File: src/rtl/smpc_pkg.sv
// Shared constants, types and register codes of the sliding-mode position controller.
package smpc_pkg;

  localparam int NUM_AXES  = 3;
  localparam int NUM_REGS  = 6;
  localparam int DATA_W    = 32;
  localparam int OUT_W     = 24;
  localparam int ADDR_W    = 5;
  localparam int FRAC_W    = 16;
  localparam int PROD_W    = 64;
  localparam int S_W       = 66;
  localparam int LIN_W     = 67;
  localparam int L16_W     = LIN_W - FRAC_W;
  localparam int T_W       = 30;
  localparam int SQ_W      = 2 * T_W;
  localparam int N2_W      = SQ_W + 2;
  localparam int ROOT_W    = N2_W / 2;
  localparam int DIV_SH    = 15;
  localparam int NUM_W     = T_W + DIV_SH;
  localparam int DEN_W     = ROOT_W + 5;
  localparam int Q_W       = 11;
  localparam int SUM_W     = L16_W + 2;
  localparam int DAMP_Q16  = 131;

  localparam logic [DATA_W-1:0]        GAIN_RESET = 32'h0001_0000;
  localparam logic signed [OUT_W-1:0]  OUT_MAX    = 24'sd6553600;
  localparam logic signed [OUT_W-1:0]  OUT_MIN    = -24'sd6553600;

  typedef enum logic [2:0] {
    REG_INT_GAIN_X = 3'd0,
    REG_INT_GAIN_Y = 3'd1,
    REG_INT_GAIN_Z = 3'd2,
    REG_ERR_GAIN_X = 3'd3,
    REG_ERR_GAIN_Y = 3'd4,
    REG_ERR_GAIN_Z = 3'd5
  } reg_idx_t;

  typedef logic signed [DATA_W-1:0] q16_t;

  // Index 0 is x, 1 is y, 2 is z.
  typedef struct packed {
    logic [NUM_AXES-1:0][DATA_W-1:0] int_err;
    logic [NUM_AXES-1:0][DATA_W-1:0] ref_val;
    logic [NUM_AXES-1:0][DATA_W-1:0] pos_err;
    logic [NUM_AXES-1:0][DATA_W-1:0] rate_err;
  } in_word_t;

  typedef struct packed {
    logic [NUM_AXES-1:0][DATA_W-1:0] int_gain;
    logic [NUM_AXES-1:0][DATA_W-1:0] err_gain;
  } gains_t;

  typedef struct packed {
    logic [NUM_AXES-1:0][T_W-1:0]   t;
    logic [NUM_AXES-1:0]            neg;
    logic                           nz;
    logic [NUM_AXES-1:0][L16_W-1:0] lin16;
  } side_t;

  typedef struct packed {
    logic [N2_W-1:0] n2;
    side_t           side;
  } front_out_t;

  typedef struct packed {
    logic [NUM_AXES-1:0][OUT_W-1:0] drive;
  } out_word_t;

endpackage

File: src/rtl/smpc_cfg.sv
// APB-style gain register file.
module smpc_cfg (
  input  logic                        clk,
  input  logic                        rst_n,
  input  logic                        psel,
  input  logic                        penable,
  input  logic                        pwrite,
  input  logic [smpc_pkg::ADDR_W-1:0] paddr,
  input  logic [smpc_pkg::DATA_W-1:0] pwdata,
  output logic [smpc_pkg::DATA_W-1:0] prdata,
  output logic                        pready,
  output smpc_pkg::gains_t            gains
);
  import smpc_pkg::*;

  logic [NUM_REGS-1:0][DATA_W-1:0] regs_r, regs_nxt;
  logic [2:0]                      idx;
  logic                            wr;

  assign idx    = paddr[ADDR_W-1:2];
  assign wr     = psel && penable && pwrite;
  assign pready = 1'b1;

  always_comb begin
    regs_nxt = regs_r;
    // drop writes beyond the last register
    if (wr && idx <= REG_ERR_GAIN_Z) begin
      regs_nxt[idx] = pwdata;
    end
  end

  always_ff @(posedge clk) begin
    if (!rst_n) begin
      regs_r <= {NUM_REGS{GAIN_RESET}};
    end else begin
      regs_r <= regs_nxt;
    end
  end

  assign prdata = (idx <= REG_ERR_GAIN_Z) ? regs_r[idx] : '0;

  assign gains.int_gain[0] = regs_r[REG_INT_GAIN_X];
  assign gains.int_gain[1] = regs_r[REG_INT_GAIN_Y];
  assign gains.int_gain[2] = regs_r[REG_INT_GAIN_Z];
  assign gains.err_gain[0] = regs_r[REG_ERR_GAIN_X];
  assign gains.err_gain[1] = regs_r[REG_ERR_GAIN_Y];
  assign gains.err_gain[2] = regs_r[REG_ERR_GAIN_Z];

endmodule

File: config.mk
export PLATFORM = sky130hd
export DESIGN_NAME = smpc_cfg
export DESIGN_NICKNAME = d
export VERILOG_FILES = /design/src/rtl/smpc_pkg.sv /design/src/rtl/smpc_cfg.sv
export SDC_FILE = /design/constraint.sdc
export NUM_CORES = 1
export LEC_CHECK = 0
export BUFFER_PORTS_ARGS = -buffer_cell sky130_fd_sc_hd__buf_4
export CORE_ASPECT_RATIO = 0.5
export CORE_MARGIN = 5
export CORE_UTILIZATION = 25
export CTS_BUF_LIST = sky130_fd_sc_hd__clkbuf_8
export DETAILED_ROUTE_END_ITERATION = 10
export PLACE_DENSITY_LB_ADDON = 0.1
export SLEW_MARGIN = 20
export SYNTH_ARGS = -nofsm -noshare
export SYNTH_HDL_FRONTEND = slang
export SYNTH_SLANG_ARGS = --single-unit
File: constraint.sdc
create_clock -name clk -period 1.5 [get_ports clk]
set_clock_uncertainty 0.15 [all_clocks]
set_input_delay 0.15 -clock clk [delete_from_list [all_inputs] [get_ports clk]]
set_output_delay 0.15 -clock clk [all_outputs]
set_load 0.01 [all_outputs]
==> summary.txt <==
Final layout
  – Post-Route Utilization: 39.8%
  – Antenna diode count: 0
  – Area grow syn2layout: 57.7%
  – Finished Layout Cells: 1,753
  – Most common cell after layout, fill and taps aside: buf_4
  – Most frequent cells in the layout: buf_4, mux2i_1, nand2_1, dfxtp_1, dfxtp_2
  – Max reg flops: 192
  – NumNets Final: 1,307
  – Layout cell share with drive strength beyond 1: 47.7%

Setup path
  – Worst r2r src: gains[158]$_SDFFE_PN0P_
  – Critical-path cell list: mux2i_1, or3_1, o221ai_2, buf_4
  – CP Data Arrival Time: 1.50 ns
  – CP Class: register to output port
  – R2R cell count: 4
  – CP Launch Type: register
  – CP peak stage delay: 0.34 ns
  – CP max FO: 2
  – Critical path destination: prdata[1]
  – CP required: 1.20 ns
  – Crit-path slowest cell: dfxtp_2
  – Crit end category: output port
  – R2R Path End: gains[158]$_SDFFE_PN0P_
  – R2r setup slk: 0.12 ns
  – Worst setup startpoint: gains[129]$_SDFFE_PN0P_

Die
  – Die height: 142 microns
  – Initial Util: 25.3%
  – Die X: 274 microns
  – Core area: 34,400 sq um
  – DIE AREA: 38,800 sq um
  – Boundary Pins: 267
  – Site row count: 48

GRT
  – First-pass GRT wire length: 52,300 microns
  – Tot GR Track Use: 17.7%
  – Vias in the first global route: 8,460
  – Largest net degree at the start of global routing: 51
  – GRT Residual Overflow: 0
  – Initial antenna violation count: 0

Clocking
  – CTS Sinks: 192
  – Worst-case clock buffer depth: 2
  – CTS tree: done
  – Clock transition at the registers of the reported paths: 0.10 ns
  – H-tree levels: 4
  – Root buffer cell: clkbuf_8
  – CTS buffer count: 17
  – Worst-Skew Late Latency: 0.50 ns

Pwr
  – PD cells: 732 nW/um^2
  – Power, Total: 10.0 mW
  – LEAKAGE: 5.83 nW
  – Worst VDD drop: 0.000502 V

Logic synthesis
  – Yosys Warn Count: 0
  – Avg Inst Size Synth: 10.1 sq um
  – #FFs+latches synth: 192
  – Async SR Flop Fraction: 0%
  – Net Count, Synth: 904
  – Post-synthesis sequential area ratio: 44.2%
  – Area of the mapped netlist: 8690 sq um
  – Unique masters post-synth: 31
  – EDFF count, synth: 0
  – Gate count after technology mapping: 862
  – Post-synth top flop: dfxtp_1

Drt
  – First-iteration detailed-routing DRC count: 339
  – Antenna Violating Nets Remaining: 0
  – DRC: 0
  – Wirelength, routed: 35,000 microns
  – Vias: 7,959
  – Drt wl/cell: 20.0 microns
  – DR vias/cell: 4.54
  – DRT Pass-1 Iters: 4

Placed design
  – HPWL Detailed: 24,400 microns
  – Dpl ws: -0.325 ns
  – Cells after DPL: 1,639
  – # port buffers: 263
  – GPL Wtd Cong: 0.784

Timing
  – Hold Fails Final Rpt: 0
  – Number of endpoints failing setup at the final stage: 32
  – Fmax: 555 MHz
  – Slew margin rel.: 38.3%
  – RSZ-0062 raised after global routing: true
  – Final worst slack: -0.303 ns
  – Tcrit/Tclk final: 120%
  – Fin. max-slew vios: 0
  – Worst-Margin Slew: 0.926 ns
  – Tmin final: 1.80 ns

Job
  – Max Cap Viol: 0

Run status
  – Run status: finished, violations left
  – Failing checks: setup timing

Min path
  – Worst Hold Class: input port to register
## worst min path at each step
stage,from,to,slack (ns),cells after the start
floorplan,pwdata[16],gains[112]$_SDFFE_PN1P_,0.15,2
global placement,pwdata[16],gains[112]$_SDFFE_PN1P_,0.26,3
detailed placement,pwdata[16],gains[112]$_SDFFE_PN1P_,0.28,3
CTS,rst_n,gains[133]$_SDFFE_PN0P_,0.04,5
global route,rst_n,gains[144]$_SDFFE_PN1P_,0.06,4
finish,rst_n,gains[144]$_SDFFE_PN1P_,0.04,4
## metrics by stage
stage | setup TNS (ns) | area [sq um] | hold WS, ns
detailed placement | -25.79 | 12000 | 0.276
finish | -7.88 | 13700 | 0.0391
global route | -10.76 | 13700 | 0.0558
global placement | -20.53 | 12000 | 0.262
floorplan | 0 | 8690 | 0.148
CTS | -15.19 | 13600 | 0.0418
## layer usage
layer  share of wire (%)  vias to the layer above  global-route usage, %
li1                    -                     3846                      -
met1                  43                     3918                   21.4
met2                  51                      151                   31.6
met3                 3.6                       44                   3.04
met4                 2.6                        0                   6.58
met5                   0                        -                      0
## synth_stat cells, types with 2 or more instances
cell      number  area share, %
mux2i_1      251             29
buf_2          8           0.46
buf_8          3           0.52
nand2_1      219            9.5
a221oi_1      18            1.8
nor2_2         2           0.14
nand2b_1       3           0.22
nor2b_1        6           0.43
buf_1          4           0.17
or3_1         14            1.0
clkbuf_1      31            1.3
o221ai_1      14            1.4
dfxtp_1      192             44
o21bai_1      18            1.6
o32ai_1       18            1.8
nand3_1        2           0.12
mux2_2        18            2.3
buf_4         20            1.7
buf_6          9            1.2
## area by class of cell
class                   count  area (sq um)
clock inverters            11           114
flip-flops and latches    192          3960
fillers                  3443         20700
multi-input cells         595          4830
well taps                 475           594
clock buffers              21           289
repair buffers            459          3910
## what timing repair did
| item | CTS | global route |
|---|---|---|
| resized for setup | 143 | 24 |
| endpoints found under the setup margin | 32 | 154 |
| setup buffers | 39 | 2 |
| endpoints found under the hold margin | 192 | 0 |
| pin swaps | 7 | 2 |
| hold buffers | 42 | 0 |
## where the power goes
part / internal (mW) / switching [mW]
sequential: 5.13 / 0.0297
combinational: 0.583 / 0.666
clock: 1.64 / 1.97
total: 7.36 / 2.66
## cells by family (layout without fill, tap and decap cells)
kind of cell	Yosys count	in the layout	synth area share (%)
and+or+nand+nor	256	256	12.4
buffers and inverters	75	491	5.39
muxes	269	269	31.2
AOI/OAI and AO/OA	69	69	6.65
other	1	1	0.0432
DFF	192	192	44.2
## worst max-delay path, delay by kind of cell, from the launching register on
family / cells / cell delay, ns
simple gates: 1 / 0.33
buf+inv: 1 / 0.17
compound gates: 1 / 0.09
flops: 1 / 0.34
mux: 1 / 0.08
Note: power is estimated with default switching activity, not from simulation.
